<file path="src/design/cbsf_pkg.sv">
// shared constants, types and config register codes of the cluster-bounded fir
`timescale 1ns / 1ps
`default_nettype none

package cbsf_pkg;

    localparam int MAX_TAPS       = 12;
    localparam int SAMPLE_BITS    = 24;
    localparam int CLUSTER_BITS   = 16;
    localparam int COEF_BITS      = 16;
    localparam int VALUE_BITS     = 32;
    localparam int FRAC_BITS      = 14;
    localparam int CFG_DATA_BITS  = 64;
    localparam int CFG_INDEX_BITS = 3;
    localparam int TAPS_CFG_BITS  = 4;
    localparam int TAPS_RESET     = 10;
    localparam int COEF_REGS      = 3;

    localparam int WIN_DEPTH  = 2 * MAX_TAPS - 1;
    localparam int IDX_W      = (WIN_DEPTH > 1) ? $clog2(WIN_DEPTH) : 1;
    localparam int CNT_W      = $clog2(WIN_DEPTH + 1);
    localparam int LEN_W      = $clog2(MAX_TAPS + 1);
    localparam int OFF_W      = IDX_W + 2;
    localparam int COEFS_PER_REG = CFG_DATA_BITS / COEF_BITS;

    // coefficient after optional negation, product and tree sum
    localparam int ECOEF_W    = COEF_BITS + 1;
    localparam int PROD_W     = SAMPLE_BITS + ECOEF_W;
    localparam int TREE_LVLS  = (WIN_DEPTH > 1) ? $clog2(WIN_DEPTH) : 1;
    localparam int TREE_PAD   = 1 << TREE_LVLS;
    localparam int SUM_W      = PROD_W + TREE_LVLS;
    localparam int SHIFT_W    = SUM_W - FRAC_BITS;
    localparam int EXT_W      = (SHIFT_W > VALUE_BITS) ? SHIFT_W : VALUE_BITS;

    localparam int FIFO_DEPTH = 16;
    localparam int PTR_W      = $clog2(FIFO_DEPTH);
    localparam int FILL_W     = $clog2(FIFO_DEPTH + 1);

    localparam logic signed [CLUSTER_BITS-1:0] NO_CLUSTER = '1;
    localparam logic signed [VALUE_BITS-1:0] VALUE_MAX = {1'b0, {(VALUE_BITS - 1){1'b1}}};
    localparam logic signed [VALUE_BITS-1:0] VALUE_MIN = {1'b1, {(VALUE_BITS - 1){1'b0}}};

    typedef enum logic [CFG_INDEX_BITS-1:0] {
        CFG_COEF_LOW  = 3'd0,
        CFG_COEF_MID  = 3'd1,
        CFG_COEF_HIGH = 3'd2,
        CFG_TAPS      = 3'd3,
        CFG_NEGATE    = 3'd4
    } cfg_reg_t;

    typedef struct packed {
        logic signed [SAMPLE_BITS-1:0]  sample;
        logic signed [CLUSTER_BITS-1:0] cluster;
    } win_entry_t;

    // per-request controls broadcast to every tap cell
    typedef struct packed {
        logic [LEN_W-1:0] d;
        logic [IDX_W-1:0] hi;
        logic [LEN_W-1:0] len;
        logic             negate;
        win_entry_t       center;
    } tap_ctl_t;

    typedef struct packed {
        logic ok;
        logic last;
    } side_t;

    typedef struct packed {
        logic signed [VALUE_BITS-1:0] value;
        logic                         ok;
        logic                         last;
    } result_t;

endpackage

`default_nettype wire

</file>
<file path="src/design/cbsf_fifo.sv">
// result queue between the fixed-latency pipeline and the output channel
`timescale 1ns / 1ps
`default_nettype none

module cbsf_fifo
    import cbsf_pkg::*;
(
    input  wire logic    clk,
    input  wire logic    rst_n,
    input  wire logic    wr_en,
    input  wire result_t wr_data,
    output      logic    rd_valid,
    input  wire logic    rd_stall,
    output      result_t rd_data
);

    result_t           storage_reg [FIFO_DEPTH];
    logic [PTR_W-1:0]  wr_ptr_reg;
    logic [PTR_W-1:0]  rd_ptr_reg;
    logic [FILL_W-1:0] fill_reg;
    logic [FILL_W-1:0] fill_next;
    logic              rd_take;

    assign rd_valid = (fill_reg != '0);
    assign rd_take  = rd_valid && !rd_stall;
    assign rd_data  = storage_reg[rd_ptr_reg];

    always_comb
    begin
        fill_next = fill_reg + FILL_W'(wr_en) - FILL_W'(rd_take);
    end

    always_ff @(posedge clk)
    begin
        if (wr_en)
        begin
            storage_reg[wr_ptr_reg] <= wr_data;
        end
    end

    always_ff @(posedge clk or negedge rst_n)
    begin
        if (!rst_n)
        begin
            wr_ptr_reg <= '0;
            rd_ptr_reg <= '0;
            fill_reg   <= '0;
        end
        else
        begin
            if (wr_en)
            begin
                wr_ptr_reg <= wr_ptr_reg + 1'b1;
            end
            if (rd_take)
            begin
                rd_ptr_reg <= rd_ptr_reg + 1'b1;
            end
            fill_reg <= fill_next;
        end
    end

endmodule

`default_nettype wire

</file>
<file path="config.mk">
export PLATFORM = sky130hd
export DESIGN_NAME = cbsf_fifo
export DESIGN_NICKNAME = d
export VERILOG_FILES = /design/src/design/cbsf_pkg.sv /design/src/design/cbsf_fifo.sv
export SDC_FILE = /design/constraint.sdc
export NUM_CORES = 1
export LEC_CHECK = 0
export ABC_AREA = 1
export BUFFER_PORTS_ARGS = -buffer_cell sky130_fd_sc_hd__buf_2
export CORE_MARGIN = 3
export CORE_UTILIZATION = 66
export CTS_BUF_LIST = sky130_fd_sc_hd__clkbuf_8
export CTS_CLUSTER_SIZE = 20
export DETAILED_ROUTE_END_ITERATION = 8
export HOLD_SLACK_MARGIN = 0.05
export PLACE_DENSITY = 0.92
export SLEW_MARGIN = 20
export SYNTH_ARGS = -nofsm -noshare
export SYNTH_HDL_FRONTEND = slang
export SYNTH_SLANG_ARGS = --single-unit
</file>
<file path="constraint.sdc">
create_clock -name clk -period 4.8 [get_ports clk]
set_clock_uncertainty 0.1 [all_clocks]
set_input_delay 0.24 -clock clk [delete_from_list [all_inputs] [get_ports clk]]
set_output_delay 0.24 -clock clk [all_outputs]
set_load 0.01 [all_outputs]
</file>
==> flow_metrics.tcl <==
set metrics [dict create \
    status "finished clean" \
    fin_ws_ns 1.00 \
    finalCriticalPeriod_ns 3.80 \
    peakVddDrop_mv 0.428 \
    final_common_cell "nand2_1" \
    relSlewSlack_pct 22.0 \
    final_cell_mix "730 x nand2_1, 544 x edfxtp_1, 455 x inv_1" \
    largest_register_ffs 544 \
    clock.fmax_ghz 0.263 \
    holdPathStages 3 \
    cp-start-kind "flip-flop" \
    grt_pass1_wl_um 95700 \
    antenna_found_initial 0 \
    viasPerCell 6.08 \
    placed_area_um2 24700 \
    io_pins 73 \
    place_hpwl_um 31000 \
    multiInputGateArea_um2 5260 \
    synth_area_leaders "edfxtp_1 68%, nand2_1 11%, nand3_1 8.6%, inv_1 6.6%, buf_2 1.8%" \
    hold_start "wr_en" \
    seqCellArea_um2 16700 \
    power_uw 15200 \
    hold_class "in2reg" \
    gp_congestion 0.832 \
    die_width_um 196 \
    ys_types 17 \
    powerDensity_nw_per_um2 570 \
    synth.top_cell.area_share_pct 68.3 \
    htreeDepth 3 \
    dieArea_um2 38600 \
    critPathRequiredTime_ns 4.46 \
    grt-ovfl-total 0 \
    dr.first_iter.drc_count 3308 \
    min_period_over_period_pct 79.1 \
    setup_viol 0 \
    cts_tree "yes" \
    grt_max_degree 133 \
    rsz0062_at_grt "no" \
    firstDrtPassIters 7 \
    num_antenna_cells 0 \
    path_class "reg2out" \
    fillers 1884 \
    cts_buffers 85 \
    rows 69 \
    p_leak_uw 0.0116 \
    syn_nets 2333 \
    netlist_instances 2283 \
    syn_to_final_growth_pct 11.3 \
    syn_area_um2 23900 \
    synth_top_area_cell "edfxtp_1" \
    final_area_um2 26600 \
    r2r_slack_ns 2.10 \
    yosys_warnings 0 \
    drc 0 \
    clk_path_buf_depth 3 \
    cts_setup_buffers 0 \
    r2r_cells 5 \
    cts_resized 0 \
    clock-root-buffer "clkbuf_8" \
    fin_nets 2444 \
    clock_sinks 557 \
    grt_usage_pct 32.1 \
    num_vias 17800 \
    end_kind "output port" \
    rr_startpoint "wr_ptr_reg[1]" \
    slew_viol_final 0 \
    ant_nets 0 \
    hold_viol_final 0 \
    yosys_register_bits 557 \
    hold-path-endpoint "wr_ptr_reg[0]" \
    r2r_end "storage_reg[9][7]" \
    syn_avg_cell_area_um2 10.5 \
    routed_wl_um 62400 \
    grt_pass1_vias 17900 \
    tightest_slew_ns 1.17 \
    cp_max_fo 132 \
    clock_latency_ns 0.63 \
    wl_per_cell_um 21.3 \
    cts_hold_buf 38 \
    drive_above_1_share_pct 9.10 \
    numPortBuffers 72 \
    dp_slack_ns 1.87 \
    worstPathArrival_ns 3.46 \
    path_clk_slew_ns 0.06 \
    ys_seq_area_share_pct 69.6 \
    critPathMaxStageDelay_ns 0.73 \
    critical_path.slowest_cell "dfrtp_4" \
    core_um2 35700 \
    die_h_um 196 \
    start_util_pct 67.1 \
    maxCapViolCount 0 \
    path_cells "inv_8, buf_12, nand2_1, nand2_1, nand2_1, nand3_1, nand3_1, nand2_1, buf_2" \
    crit_path_frequent_cell "nand2_1" \
    tns_ns 0 \
]
==> final cells by class <==
type / count / area share (%)
clock buffer: 88 / 4.55
clock inverter: 67 / 1.16
inverter: 425 / 6.03
multi-input combinational: 1188 / 19.8
sequential: 557 / 62.6
tap: 461 / 2.17
timing repair buffer: 137 / 3.76
==> critical path, delay by kind of cell (launching register included) <==
| family | cells | cell delay [ns] |
|---|---|---|
| AND/OR/NAND/NOR | 6 | 0.76 |
| buffers and inverters | 3 | 1.24 |
| flip-flops | 1 | 0.73 |
==> through the flow <==
step                      hold slack (ns)  cells  utilization [%]
after floorplan                    -0.156   2283                -
after global placement             0.0417   2729             69.3
after detailed placement           0.0457   2730             69.4
after CTS                           0.332   2923             74.7
after global routing                0.368   2923             74.7
final                               0.365   2923             74.7
==> synth_stat cells <==
cell type,number
dfrtp_1,13
a21oi_1,2
nand3_1,412
nand2_1,730
fa_1,1
xnor2_1,1
inv_1,422
o21ai_0,3
nand4_1,1
nor2_1,19
xor2_1,8
inv_2,3
edfxtp_1,544
clkbuf_1,15
ha_1,11
buf_2,85
buf_1,13
==> cell families (layout without fill, tap and decap cells) <==
family,after synthesis,in the layout,synth area share (%)
buffers and inverters,538,717,8.88
AOI/OAI and AO/OA,5,5,0.105
xor gates and xnor gates,9,9,0.329
DFF,557,557,69.6
and+or+nand+nor,1162,1162,20.4
adders and majority gates,12,12,0.659
==> per-layer routing <==
metal  track usage, %  vias to the layer above  routed length [µm]
met5                0                        -                   0
met4             18.2                        0                3530
met3             7.11                      341                8280
met2             51.2                     1665               30000
met1             41.7                     8168               20600
li1                 -                     7598                   -
==> worst max-delay path by stage <==
| stage | to | start | cells past startpoint |
|---|---|---|---|
| 2_1_floorplan | storage_reg[12][0] | wr_ptr_reg[0] | 4 |
| 3_3_place_gp | rd_data[9] | rd_ptr_reg[0] | 9 |
| 3_5_place_dp | rd_data[13] | rd_ptr_reg[0] | 8 |
| 4_1_cts | rd_data[32] | rd_ptr_reg[0] | 9 |
| 5_1_grt | rd_data[23] | rd_ptr_reg[0] | 9 |
| 6_report | rd_data[32] | rd_ptr_reg[0] | 9 |
==> power breakdown <==
group / total (µW) / switching [µW] / leakage (µW) / internal [µW]
clock: 3580 / 1830 / 0.000884 / 1750
sequential: 6180 / 302 / 0.00506 / 5870
combinational: 5420 / 3890 / 0.00566 / 1530
total: 15200 / 6020 / 0.0116 / 9160
No activity file was read; power rests on OpenSTA's default activity.
