File: src/design/cbsf_pkg.sv
// shared constants, types and config register codes of the cluster-bounded fir
`timescale 1ns / 1ps
`default_nettype none

package cbsf_pkg;

    localparam int MAX_TAPS       = 12;
    localparam int SAMPLE_BITS    = 24;
    localparam int CLUSTER_BITS   = 16;
    localparam int COEF_BITS      = 16;
    localparam int VALUE_BITS     = 32;
    localparam int FRAC_BITS      = 14;
    localparam int CFG_DATA_BITS  = 64;
    localparam int CFG_INDEX_BITS = 3;
    localparam int TAPS_CFG_BITS  = 4;
    localparam int TAPS_RESET     = 10;
    localparam int COEF_REGS      = 3;

    localparam int WIN_DEPTH  = 2 * MAX_TAPS - 1;
    localparam int IDX_W      = (WIN_DEPTH > 1) ? $clog2(WIN_DEPTH) : 1;
    localparam int CNT_W      = $clog2(WIN_DEPTH + 1);
    localparam int LEN_W      = $clog2(MAX_TAPS + 1);
    localparam int OFF_W      = IDX_W + 2;
    localparam int COEFS_PER_REG = CFG_DATA_BITS / COEF_BITS;

    // coefficient after optional negation, product and tree sum
    localparam int ECOEF_W    = COEF_BITS + 1;
    localparam int PROD_W     = SAMPLE_BITS + ECOEF_W;
    localparam int TREE_LVLS  = (WIN_DEPTH > 1) ? $clog2(WIN_DEPTH) : 1;
    localparam int TREE_PAD   = 1 << TREE_LVLS;
    localparam int SUM_W      = PROD_W + TREE_LVLS;
    localparam int SHIFT_W    = SUM_W - FRAC_BITS;
    localparam int EXT_W      = (SHIFT_W > VALUE_BITS) ? SHIFT_W : VALUE_BITS;

    localparam int FIFO_DEPTH = 16;
    localparam int PTR_W      = $clog2(FIFO_DEPTH);
    localparam int FILL_W     = $clog2(FIFO_DEPTH + 1);

    localparam logic signed [CLUSTER_BITS-1:0] NO_CLUSTER = '1;
    localparam logic signed [VALUE_BITS-1:0] VALUE_MAX = {1'b0, {(VALUE_BITS - 1){1'b1}}};
    localparam logic signed [VALUE_BITS-1:0] VALUE_MIN = {1'b1, {(VALUE_BITS - 1){1'b0}}};

    typedef enum logic [CFG_INDEX_BITS-1:0] {
        CFG_COEF_LOW  = 3'd0,
        CFG_COEF_MID  = 3'd1,
        CFG_COEF_HIGH = 3'd2,
        CFG_TAPS      = 3'd3,
        CFG_NEGATE    = 3'd4
    } cfg_reg_t;

    typedef struct packed {
        logic signed [SAMPLE_BITS-1:0]  sample;
        logic signed [CLUSTER_BITS-1:0] cluster;
    } win_entry_t;

    // per-request controls broadcast to every tap cell
    typedef struct packed {
        logic [LEN_W-1:0] d;
        logic [IDX_W-1:0] hi;
        logic [LEN_W-1:0] len;
        logic             negate;
        win_entry_t       center;
    } tap_ctl_t;

    typedef struct packed {
        logic ok;
        logic last;
    } side_t;

    typedef struct packed {
        logic signed [VALUE_BITS-1:0] value;
        logic                         ok;
        logic                         last;
    } result_t;

endpackage

`default_nettype wire

File: src/design/cbsf_cell.sv
// one window stage with its tap: neighbor select, cluster check, coefficient and product
`timescale 1ns / 1ps
`default_nettype none

module cbsf_cell
    import cbsf_pkg::*;
(
    input  wire logic                       clk,
    input  wire logic                       shift_en,
    input  wire win_entry_t                 shift_in,
    output      win_entry_t                 entry,
    input  wire win_entry_t                 window [WIN_DEPTH],
    input  wire tap_ctl_t                   ctl,
    input  wire logic [IDX_W-1:0]           tap_pos,
    input  wire logic signed [COEF_BITS-1:0] coef,
    output      logic signed [PROD_W-1:0]   product
);

    win_entry_t                  entry_reg;
    logic signed [OFF_W-1:0]     off_raw;
    logic signed [OFF_W-1:0]     hi_s;
    logic [IDX_W-1:0]            off;
    win_entry_t                  nb;
    logic                        left;
    logic [IDX_W-1:0]            abs_pos;
    logic                        active;
    logic signed [SAMPLE_BITS-1:0] smp_next;
    logic signed [SAMPLE_BITS-1:0] smp_reg;
    logic signed [ECOEF_W-1:0]   coef_next;
    logic signed [ECOEF_W-1:0]   coef_reg;
    logic signed [PROD_W-1:0]    product_reg;

    // window stage, moves one place older on every accepted item
    always_ff @(posedge clk)
    begin
        if (shift_en)
        begin
            entry_reg <= shift_in;
        end
    end

    assign entry = entry_reg;

    always_comb
    begin
        // neighbor offset, clamped to the scan ends
        off_raw = OFF_W'(ctl.d) + OFF_W'(MAX_TAPS - 1) - OFF_W'(tap_pos);
        hi_s    = OFF_W'(ctl.hi);
        if (off_raw[OFF_W-1])
        begin
            off = '0;
        end
        else if (off_raw > hi_s)
        begin
            off = ctl.hi;
        end
        else
        begin
            off = off_raw[IDX_W-1:0];
        end
        nb = window[off];
        // other cluster: take the center sample
        smp_next = (nb.cluster == ctl.center.cluster) ? nb.sample : ctl.center.sample;

        left    = tap_pos < IDX_W'(MAX_TAPS - 1);
        abs_pos = left ? IDX_W'(MAX_TAPS - 1) - tap_pos : tap_pos - IDX_W'(MAX_TAPS - 1);
        active  = abs_pos < IDX_W'(ctl.len);
        if (!active)
        begin
            coef_next = '0;
        end
        else if (left && ctl.negate)
        begin
            coef_next = -ECOEF_W'(coef);
        end
        else
        begin
            coef_next = ECOEF_W'(coef);
        end
    end

    always_ff @(posedge clk)
    begin
        smp_reg     <= smp_next;
        coef_reg    <= coef_next;
        product_reg <= smp_reg * coef_reg;
    end

    assign product = product_reg;

endmodule

`default_nettype wire

File: config.mk
export PLATFORM = sky130hd
export DESIGN_NAME = cbsf_cell
export DESIGN_NICKNAME = d
export VERILOG_FILES = /design/src/design/cbsf_pkg.sv /design/src/design/cbsf_cell.sv
export SDC_FILE = /design/constraint.sdc
export NUM_CORES = 2
export LEC_CHECK = 0
export BUFFER_PORTS_ARGS = -buffer_cell sky130_fd_sc_hd__buf_2
export CAP_MARGIN = 20
export CORE_AREA = 10 10 430 432
export DETAILED_ROUTE_END_ITERATION = 8
export DIE_AREA = 0 0 440 442
export GPL_TIMING_DRIVEN = 0
export PLACE_DENSITY = 0.44
export SETUP_SLACK_MARGIN = 0.02
export SLEW_MARGIN = 20
export SYNTH_ARGS = -nofsm -noshare
export SYNTH_HDL_FRONTEND = slang
export SYNTH_SLANG_ARGS = --single-unit
File: constraint.sdc
create_clock -name clk -period 14.3 [get_ports clk]
set_input_delay 2.145 -clock clk [delete_from_list [all_inputs] [get_ports clk]]
set_output_delay 2.145 -clock clk [all_outputs]
set_load 0.02 [all_outputs]
==> metrics <==
status=complete, no violations; area leader, netlist=fa_1; DRT Pass-1 Iters=6; Hold Vio Cnt, Final=0; share of layout cells above drive strength 1=0.2624; Die Height=442 um; Clock Latency Late Sink=0.49 ns; worst path required time=between 10 and 15 ns; synthesized area per cell=~7.7 sq um; via count=32,354; crit path capture type=flip-flop; htree depth=4; hold_buf cts=0; Post-DP HPWL=205,900 um; antenna violations before repair=between 150 and 200; post-CTS sizing=0; first-pass GRT wire length=approximately 300,000 um; EDFF count, synth=40; Largest register FFs=41; Post-Route WL=around 230,000 um; GR Layer Usage met3=0.05718; setup TNS=0 ns; Cell Rows=154; Final Util=0.2091; Hold Crit Class=flip-flop to flip-flop; pwr dens=215.6 nW/um^2; leakage power=~0.018 uW; reg2reg end=product[40]; register area share after synthesis=0.1041; most common cell after layout, fill and taps aside=buf_2; period utilization=0.7422; vias per cell=4.540; CP arrival=10.97 ns; post-synthesis compound-gate area fraction=0.1187; WL/cell=between 30 and 40 um; critical path fanouts, max=10; met2 usage=0.3823; DRC violations left=0; grt peak-use layer=met2; Synth Area in Adders=0.3497; CP startpoint kind=primary input; CTS tree=yes; VDD IR max=0.1907 mV; Antenna Nets Post-Route=0; core area=175,700 sq um; Area Overhead vs Synth=34.56%; number of warnings issued by yosys=0; top post-synthesis cells by area=fa_1 (29%), nand2_1 (13%), inv_1 (6.3%); synth unique cells=65; RSZ-0062 raised after global routing=false; Port Buffer Count=1,117; largest family of logic cells by synthesized area=adder cells; largest net degree at the start of global routing=41; Hold WS=0.7474 ns; Max-slew headroom=0.1918; Placer Congestion=0.9984; worst-margin pin slew=about 1.2 ns; die area=194,500 sq um; Worst Setup EP=smp_reg[11]; Synth Area in Simple Gates=0.2620; total track usage=0.2254; post-synth top area share=0.2947; Pins Over Slew Limit=0; clk buf depth=2; critical path startpoint=tap_pos[1]; crit path kind=primary input to flip-flop; post-synthesis mux area share=0.04752; Final setup viols=0; syn_nets=approximately 5,100; ys flop type=dfxtp_1; Reg2Reg Launch Point=smp_reg[13]; Max Cap Viol=0; first-iteration detailed-routing DRC count=2,890; I/O Pins=1,118; reg2reg path depth=26; FF+latch count, synth=between 100 and 150; # nets final=6,268; GR Overflow Total=0; Starting Density=0.1554; CTS sink cnt=122; CTS clk-pin slew, worst paths=roughly 0.070 ns; Post-Synthesis Cells=between 3,000 and 4,000; die width=440 um; Async SR Flop Fraction=0; final critical-path required period=around 11 ns; register-to-register setup slack=5.90 ns; XOR/XNOR Fraction of Synth Area=0.02117; CTS root buf=clkbuf_16; Post-CTS Setup Bufs=0; GRT met1 Usage=0.2737; Post-Syn Area=27,300 sq um; most frequent cells in the layout=buf_2 (1,135), nand2_1 (931), inv_1 (461); number of CTS-inserted buffers=17; Layout Skew=0.02482 ns; Max Clock Freq=0.09422 GHz; vias in the first global route=32,935
[synth_stat cells (5+ instances only)]
cell / instances
fa_1: 402
buf_1: 24
mux2_1: 20
dfxtp_1: 82
o41ai_1: 5
a211oi_1: 8
o32ai_1: 24
nor3_1: 72
edfxtp_1: 40
and3_1: 114
o21ai_1: 6
nor4_1: 9
mux2i_1: 81
mux2_2: 14
o211ai_1: 7
xnor2_1: 44
ha_1: 120
xor2_1: 22
a21oi_1: 115
and2_1: 180
o22ai_1: 33
nand3_1: 133
o21ai_0: 41
a21o_1: 27
clkbuf_1: 169
buf_6: 5
or3_1: 5
a32oi_1: 11
a31oi_1: 40
or4_1: 5
buf_2: 17
nand2b_1: 12
inv_1: 461
nand4_1: 19
o21a_1: 8
buf_4: 6
nor2b_1: 7
nor2_1: 94
a221o_1: 7
a311oi_1: 102
nand2_1: 931
[logic make-up after synthesis]
kind of cell,after synthesis
simple gates,1590
buf+inv,682
fa+ha+maj,522
compound gates,467
flops,122
mux,120
xor+xnor,66
[worst min path at each step]
stage | startpoint | end | cells past startpoint
final | smp_reg[0] | product[0] | 1
after global routing | smp_reg[0] | product[0] | 1
after CTS | smp_reg[0] | product[0] | 1
after detailed placement | smp_reg[0] | product[0] | 1
after global placement | smp_reg[0] | product[0] | 1
after floorplan | smp_reg[0] | product[0] | 1
[through the flow]
step                      setup WS (ns)  total power, uW  cell area [sq um]  cells
final                             3.687             7923              36740   7126
after global routing              3.532             8862              36670   7097
after CTS                         3.832             8054              36580   7062
after detailed placement          3.342             7555              35980   7030
after global placement            2.618             7495              35820   7026
after floorplan                   7.009             5195              27300   3569
[per-layer routing]
metal,wire length (um),vias to the layer above
li1,-,14041
met1,90860,16195
met2,109100,1631
met3,17730,375
met4,9955,112
met5,655,-
[where the power goes]
part	switching [uW]	internal (uW)	leakage (uW)	total (uW)
Clock	185	265	0.000298	451
Sequential	50.5	515	0.00108	566
Combinational	4250	2650	0.0166	6910
Total	4490	3430	0.0179	7920
[critical path, cell delays in order]
cell      delay, ns
buf_2          0.11
inv_1          0.06
ha_1           0.28
ha_1           0.16
inv_1          0.06
fa_1           0.47
xor2_1         0.40
inv_1          0.26
ha_1           0.38
o21a_1         0.14
o31ai_2        0.08
a21oi_2        0.42
mux2i_2        0.78
buf_2          0.44
buf_1          0.65
buf_2          0.50
clkbuf_2       0.61
clkbuf_1       0.51
clkbuf_1       0.60
nand3_1        0.44
a31oi_1        0.59
o32ai_1        0.42
mux2_1         0.40
[cell type report]
cell class,instances,area (sq um)
antenna,64,160.2
buffer,221,920.9
clock buffer,22,495.5
clock inverter,10,102.6
fill,20246,139000
inverter,461,1730
multi-input combinational,2765,21930
sequential,122,2843
tap,2340,2928
timing repair buffer,1121,5628
(Power assumes the default switching activity.)
